===== config.mk =====
export PLATFORM = sky130hd
export DESIGN_NAME = dhmc_state
export DESIGN_NICKNAME = d
export VERILOG_FILES = /design/src/hw/rtl/dhmc_pkg.sv /design/src/hw/rtl/dhmc_state.sv
export SDC_FILE = /design/constraint.sdc
export NUM_CORES = 1
export LEC_CHECK = 0
export ABC_AREA = 1
export BUFFER_PORTS_ARGS = -buffer_cell sky130_fd_sc_hd__buf_2
export CORE_MARGIN = 2
export CORE_UTILIZATION = 51
export CTS_BUF_LIST = sky130_fd_sc_hd__clkbuf_8
export DETAILED_ROUTE_END_ITERATION = 8
export MAX_ROUTING_LAYER = met4
export PLACE_DENSITY_LB_ADDON = 0.12
export RECOVER_POWER = 50
export SYNTH_ARGS = -nofsm -noshare
export SYNTH_HDL_FRONTEND = slang
export SYNTH_SLANG_ARGS = --single-unit

===== constraint.sdc =====
create_clock -name aclk -period 1.97 [get_ports aclk]
set_input_delay 0.4925 -clock aclk [delete_from_list [all_inputs] [get_ports aclk]]
set_output_delay 0.4925 -clock aclk [all_outputs]
set_load 0.01 [all_outputs]

===== src/hw/rtl/dhmc_pkg.sv =====
// ----------------------------------------------------------------------------
// dhmc_pkg
// Shared types and constants for the depth hand mask classifier.
// ----------------------------------------------------------------------------
`default_nettype none

package dhmc_pkg;

    localparam int COORD_W = 13;
    localparam int DEPTH_W = 16;
    localparam int LABEL_W = 8;
    localparam int DIFF_W  = COORD_W + 1;       // coordinate difference
    localparam int BAND_W  = DEPTH_W + 1;       // signed depth difference
    localparam int SQ_W    = 2 * DIFF_W;        // one squared difference
    localparam int DIST_W  = SQ_W + 1;          // squared distance
    localparam int PD2_W   = 2 * DEPTH_W;       // squared palm depth
    localparam int PROD_W  = DIST_W + PD2_W;    // distance times depth squared
    localparam int CFG_AW  = 1;
    localparam int CFG_DW  = DEPTH_W;

    typedef enum logic [1:0] {
        ACT_PIXEL     = 2'd0,
        ACT_SET_LEFT  = 2'd1,
        ACT_SET_RIGHT = 2'd2,
        ACT_SET_SPINE = 2'd3
    } action_t;

    localparam logic [CFG_AW-1:0] REG_MIN_DEPTH = 1'b0;
    localparam logic [CFG_AW-1:0] REG_MAX_DEPTH = 1'b1;

    localparam logic [DEPTH_W-1:0] MIN_DEPTH_RST = 16'd300;
    localparam logic [DEPTH_W-1:0] MAX_DEPTH_RST = 16'd2000;

    localparam logic [LABEL_W-1:0] LABEL_LEFT  = 8'd0;
    localparam logic [LABEL_W-1:0] LABEL_RIGHT = 8'd1;
    localparam logic [LABEL_W-1:0] LABEL_BG    = 8'd255;

    // depth band around a palm, exclusive at both ends
    localparam logic signed [BAND_W-1:0] BAND_HI = 17'sd40;
    localparam logic signed [BAND_W-1:0] BAND_LO = -17'sd90;

    // (30 * 0.95 * 1.5 px*m)^2 = 42750^2 px^2*mm^2
    localparam logic [PROD_W-1:0] RADIUS_SQ = 61'd1827562500;

    typedef struct packed {
        logic signed [COORD_W-1:0] x;
        logic signed [COORD_W-1:0] y;
        logic [DEPTH_W-1:0]        depth;
    } pixel_t;

    typedef struct packed {
        logic signed [COORD_W-1:0] col;
        logic signed [COORD_W-1:0] row;
        logic [DEPTH_W-1:0]        depth;
        logic                      active;
    } palm_t;

    typedef struct packed {
        palm_t left;
        palm_t right;
    } hands_t;

    typedef struct packed {
        logic [DEPTH_W-1:0] min_depth;
        logic [DEPTH_W-1:0] max_depth;
    } window_t;

endpackage

`default_nettype wire


===== src/hw/rtl/dhmc_state.sv =====
// ----------------------------------------------------------------------------
// dhmc_state
// Palm and spine store plus the depth window registers.
// ----------------------------------------------------------------------------
`default_nettype none

module dhmc_state (
    input  wire logic                            aclk,
    input  wire logic                            aresetn,
    input  wire logic                            cfg_wr_en,
    input  wire logic [dhmc_pkg::CFG_AW-1:0]     cfg_addr,
    input  wire logic [dhmc_pkg::CFG_DW-1:0]     cfg_wr_data,
    input  wire logic                            set_en,
    input  wire dhmc_pkg::action_t               action,
    input  wire dhmc_pkg::pixel_t                item,
    output dhmc_pkg::hands_t                     hands,
    output dhmc_pkg::window_t                    win
);
    import dhmc_pkg::*;

    logic signed [COORD_W-1:0] l_col_reg, l_row_reg, r_col_reg, r_row_reg, spine_reg;
    logic [DEPTH_W-1:0]        l_depth_reg, r_depth_reg;
    logic [DEPTH_W-1:0]        min_reg, max_reg;

    always_ff @(posedge aclk) begin
        if (!aresetn) begin
            l_col_reg   <= '0;
            l_row_reg   <= '0;
            l_depth_reg <= '0;
            r_col_reg   <= '0;
            r_row_reg   <= '0;
            r_depth_reg <= '0;
            spine_reg   <= '0;
        end else if (set_en) begin
            case (action)
                ACT_SET_LEFT: begin
                    l_col_reg   <= item.x;
                    l_row_reg   <= item.y;
                    l_depth_reg <= item.depth;
                end
                ACT_SET_RIGHT: begin
                    r_col_reg   <= item.x;
                    r_row_reg   <= item.y;
                    r_depth_reg <= item.depth;
                end
                ACT_SET_SPINE: begin
                    spine_reg <= item.y;
                end
                default: begin
                end
            endcase
        end
    end

    always_ff @(posedge aclk) begin
        if (!aresetn) begin
            min_reg <= MIN_DEPTH_RST;
            max_reg <= MAX_DEPTH_RST;
        end else if (cfg_wr_en) begin
            case (cfg_addr)
                REG_MIN_DEPTH: min_reg <= cfg_wr_data;
                REG_MAX_DEPTH: max_reg <= cfg_wr_data;
                default: begin
                end
            endcase
        end
    end

    // a palm counts while its row is not below the spine row
    always_comb begin
        hands.left.col     = l_col_reg;
        hands.left.row     = l_row_reg;
        hands.left.depth   = l_depth_reg;
        hands.left.active  = (l_row_reg <= spine_reg);
        hands.right.col    = r_col_reg;
        hands.right.row    = r_row_reg;
        hands.right.depth  = r_depth_reg;
        hands.right.active = (r_row_reg <= spine_reg);
        win.min_depth      = min_reg;
        win.max_depth      = max_reg;
    end

endmodule

`default_nettype wire


==> impl_metrics.ini, run 1 <==
[final_layout]
nFillCells = 809
instances_no_fill = 993
nNetsFinal = 940
register_area_sq_um = 2600
multi_input_area_sq_um = 2540
final_util = 0.695
area_growth_syn_to_layout_pct = 32.5
drive_gt1_frac = 0.336

[cts]
cts_sinks = 129
clk_pin_slew_ns = 0.07
cts-root-buf = clkbuf_8
insertion_delay_ns = 0.42
cts_tree = done
cts_hold_buf = 0
numCtsBuffers = 17
cts_buffer_depth = 2
cts_max_level = 4

[global_routing]
grt_use_total = 0.268
grt_pass1_wl_mm = 23.1
gr-total-overflow = 0
grt_max_degree = 130
antenna_found_initial = 1
grt_pass1_vias = 4993

[worst_setup_path]
r2r_slack_ns = 1.24
r2r_cells = 2
required_ns = 1.48
critPathLaunchType = register
critPathMostFrequentCell = nand2_1
crit_cells = 12
end_kind = primary output
cp_slowest_stage_delay_ns = 0.32
crit_buf_inv = 3
cp_max_fo = 3
arrival_ns = 1.91
worstSetupPathType = reg -> out
critical-path-top-delay-family = simple AND/OR/NAND/NOR gates
crit_chain = inv_2 -> buf_4 -> ha_4 -> nand2_1 -> nand2_1 -> nand2_1 -> nand2_1 -> a21oi_2 -> nand2_1 -> nand2_1 -> nand3_2 -> buf_6
cpMaxStageDelayCell = dfxtp_2

[yosys]
synth_cell_type_count = 16
netlist_instances = 673
yosysWarnings = 0
synth_area_leaders = dfxtp_1, nor2_1, o21ai_0
yosysMostFrequentCell = nor2_1
synth_common_cells = nor2_1, dfxtp_1, o21ai_0
async_reset_ff_frac = 0
synth_area_leader_cell = dfxtp_1
mappedNetlistArea_sq_um = 5130
synth_nets = 764
synth-edff-count = 0
avgSynthCellArea_sq_um = 7.62
ys_seq_area_frac = 0.503
synthDominantCellAreaShare = 0.503
yosys_most_used_dff = dfxtp_1
synth-seq-cells = 129

[floorplan]
die-area_sq_um = 10900
die-width_microns = 104
die_h_microns = 104
ios = 183
core_area_sq_um = 9770
initial_utilization = 0.525
row_count = 36

[power]
peakVddDrop_v = 0.000568
p_leak_nw = 3.42
total_power_mw = 5.69
p_per_area_nw_per_um2 = 838

[detailed_routing]
detail_route.first_pass.iterations = 5
viasPerCell = 5.19
drt_wl_total_mm = 14.3
drc = 0
routedWlPerCell_microns = 14.4
drt_iter0_drc = 280
ant_nets = 0
vias = 5152

[sta]
period_minus_slack_ns = 2.40
hold_viol = 0
fmax_mhz = 417
maxSlewViolCount = 0
skew_ns = 0
maxSlewHeadroom = 0.0236
holdWs_ns = 0.289
fin_ws_ns = -0.428
setup_viol = 2
rsz0062_at_grt = true
finalCritPeriodShare = 1.22
worst_pin_slew_ns = 1.46

[hold_path]
hp-class = in -> reg
whs_path_depth = 3

[place]
port_buffers = 182
dp_cells = 956
hpwl_mm = 9.00
gp_congestion = 0.821

[run]
max_cap_viol_count = 0

[run_status]
violations = setup timing
status = finished, violations left
cell type report:
type,count,share of cell area
Sequential cell,129,0.383
Timing Repair Buffer,193,0.149
Multi-Input combinational cell,471,0.374
Antenna cell,1,0.000368
Inverter,37,0.0226
Tap cell,133,0.0245
Clock buffer,20,0.0405
Clock inverter,9,0.00663
layer usage:
layer	vias to the layer above	wire [microns]	track usage
met1	2405	5850	0.303
li1	2514	-	-
met4	0	435	0.114
met3	40	951	0.0808
met5	-	0	-
met2	193	7020	0.438
timing repair:
| item | 4_1_cts | 5_1_grt |
|---|---|---|
| buffers inserted | 3 | 4 |
| pin swaps | 19 | 13 |
| endpoints found under the hold margin | 0 | 0 |
| endpoints found under the setup margin | 2 | 2 |
| resized for setup | 60 | 22 |
cell families after synthesis:
group,Yosys count,share of synthesized area
flops,129,0.503
compound gates,142,0.139
fa+ha+maj,26,0.0634
buf+inv,73,0.0619
simple gates,303,0.233
report_power, final:
group / total, mW / switching, mW / internal [mW] / leakage, nW
registers: 2.85 / 0.0882 / 2.76 / 1.06
clock network: 1.86 / 0.938 / 0.924 / 0.178
logic: 0.984 / 0.570 / 0.414 / 2.18
path summary, 6_finish.rpt:
kind                         from      endpoint
setup / recovery    spine_reg[10]     hands[43]
hold / removal    cfg_wr_data[10]   max_reg[10]
setup reg to reg     r_row_reg[3]  r_row_reg[3]
hold reg to reg        min_reg[5]    min_reg[5]
cell usage in the layout, fill, tap and decap left out, types with 2 or more instances in the layout:
master / count
nand2_4: 2
nor2_2: 3
ha_1: 8
dfxtp_2: 15
o21ai_1: 14
a21oi_1: 20
inv_2: 8
nand2_1: 53
buf_6: 2
nand2_2: 9
inv_1: 25
clkinv_2: 6
clkbuf_1: 5
nand3_1: 16
dfxtp_1: 114
clkbuf_8: 20
ha_4: 18
nor2_1: 210
inv_4: 6
nand3_2: 6
a21oi_2: 3
nor2_4: 4
buf_4: 9
buf_2: 176
o21ai_0: 105
worst min-delay path, cell delays in order:
cell and delay (ns):
buf_2 0.09, nand2_1 0.05, nand3_1 0.05
metrics by stage:
step                instance area, sq um  TNS [ns]  setup WS [ns]
floorplan                           5130         0          0.237
global placement                    6070         0         0.0806
detailed placement                  6070         0        0.00670
CTS                                 6700    -0.640         -0.322
global route                        6800     -1.03         -0.525
finish                              6800    -0.796         -0.428
(Power assumes the default switching activity.)
==> run 2, diff against run 1 <==
clock period = 2.4 ns   (was 1.97 ns; I/O delays follow)
==> impl_metrics.ini, run 2 (synthesized netlist as in run 1, its figures left out) <==
[run_status]
status = finished, violations left
violations = capacitance limit, slew limit, setup timing

[detailed_routing]
drc = 0
vias = 5038
ant_nets = 0
routedWlPerCell_microns = 14.3
drt_wl_total_mm = 14.2
detail_route.first_pass.iterations = 5
viasPerCell = 5.09
drt_iter0_drc = 282

[place]
hpwl_mm = 8.95
port_buffers = 182
gp_congestion = 0.811
dp_cells = 956

[final_layout]
instances_no_fill = 990
nNetsFinal = 936
drive_gt1_frac = 0.328
nFillCells = 842
layout_commonest_cell = nor2_1
area_growth_syn_to_layout_pct = 31.9
final_util = 0.692
most-common-layout-cells = nor2_1, buf_2, dfxtp_1

[sta]
worst_pin_slew_ns = 1.80
hold_viol = 0
fin_ws_ns = -0.0695
rsz0062_at_grt = true
maxSlewHeadroom = -0.197
maxSlewViolCount = 130
finalCritPeriodShare = 1.03
fmax_mhz = 405
setup_viol = 2
period_minus_slack_ns = 2.47
skew_ns = 0

[floorplan]
die-width_microns = 104
die-area_sq_um = 10900
ios = 183
initial_utilization = 0.525
die_h_microns = 104
core_area_sq_um = 9770
row_count = 36

[global_routing]
grt_pass1_wl_mm = 22.9
grt_max_degree = 130
grt_pass1_vias = 4823
gr-total-overflow = 0
antenna_found_initial = 1
grt_use_total = 0.271

[power]
peakVddDrop_v = 0.000431
p_leak_nw = 3.42
total_power_mw = 4.90
p_per_area_nw_per_um2 = 724

[run]
max_cap_viol_count = 1

[worst_setup_path]
required_ns = 1.80
critical-path-top-delay-family = simple AND/OR/NAND/NOR gates
critPathLaunchType = register
arrival_ns = 1.87
crit_chain = inv_4 -> ha_4 -> nand2_4 -> inv_2 -> nand3_2 -> nor2_2 -> nand2_1 -> nand3_1 -> nand3_2 -> buf_6
end_kind = primary output
cp_slowest_stage_delay_ns = 0.34
crit_buf_inv = 3
cp_max_fo = 3
worstSetupPathType = reg -> out
cpMaxStageDelayCell = dfxtp_2
critPathMostFrequentCell = nand3_2

[cts]
insertion_delay_ns = 0.44
cts_sinks = 129
cts_tree = done
numCtsBuffers = 17
clk_pin_slew_ns = 0.07
cts_hold_buf = 0
cts-root-buf = clkbuf_8
cts_buffer_depth = 2
cts_max_level = 4

[hold_path]
hp-class = in -> reg
[run 2: report_power, final]
part | switching, mW | total, mW | internal (mW)
logic | 0.445 | 0.753 | 0.308
registers | 0.0715 | 2.33 | 2.26
clock network | 0.821 | 1.81 | 0.988
[run 2: worst paths after layout]
kind / to / from / cells past startpoint / slack [ns]
max: hands[0] / spine_reg[12] / 10 / -0.07
min reg2reg: min_reg[5] / min_reg[5] / 2 / 0.46
max reg2reg: l_row_reg[8] / l_row_reg[8] / 2 / 1.58
min: max_reg[4] / cfg_wr_data[4] / 3 / 0.37
[run 2: layout make-up]
class / count / area (sq um) / area share
Antenna cell: 1 / 2.50 / 0.000370
Sequential cell: 129 / 2590 / 0.383
Clock inverter: 10 / 111 / 0.0165
Timing Repair Buffer: 189 / 967 / 0.143
Inverter: 37 / 141 / 0.0209
Clock buffer: 20 / 275 / 0.0407
Tap cell: 133 / 166 / 0.0246
Multi-Input combinational cell: 471 / 2510 / 0.371
[run 2: stage by stage]
step	setup WS [ns]	TNS, ns	instance area [sq um]	hold WS, ns
floorplan	0.560	0	5130	0.444
finish	-0.0695	-0.133	6770	0.372
global route	-0.181	-0.503	6770	0.341
global placement	0.400	0	6070	0.434
CTS	-0.0313	-0.0363	6700	0.346
detailed placement	0.288	0	6070	0.442
[run 2: repair_timing]
action	in CTS	in global routing
pin swaps	15	9
setup endpoints to repair	2	2
gates resized for setup	47	11
setup buffers	2	1
hold endpoints to repair	0	0
[run 2: tightest hold or removal path: stages]
cell and delay, ns:
buf_2 0.09, nand2_1 0.05, nand3_1 0.05
[run 2: routing by layer]
metal,up-vias,GRT usage,part of all wire
met2,187,0.444,0.50
met1,2312,0.304,0.41
met4,0,0.104,0.025
met5,-,-,0
met3,34,0.0927,0.071
li1,2505,-,-
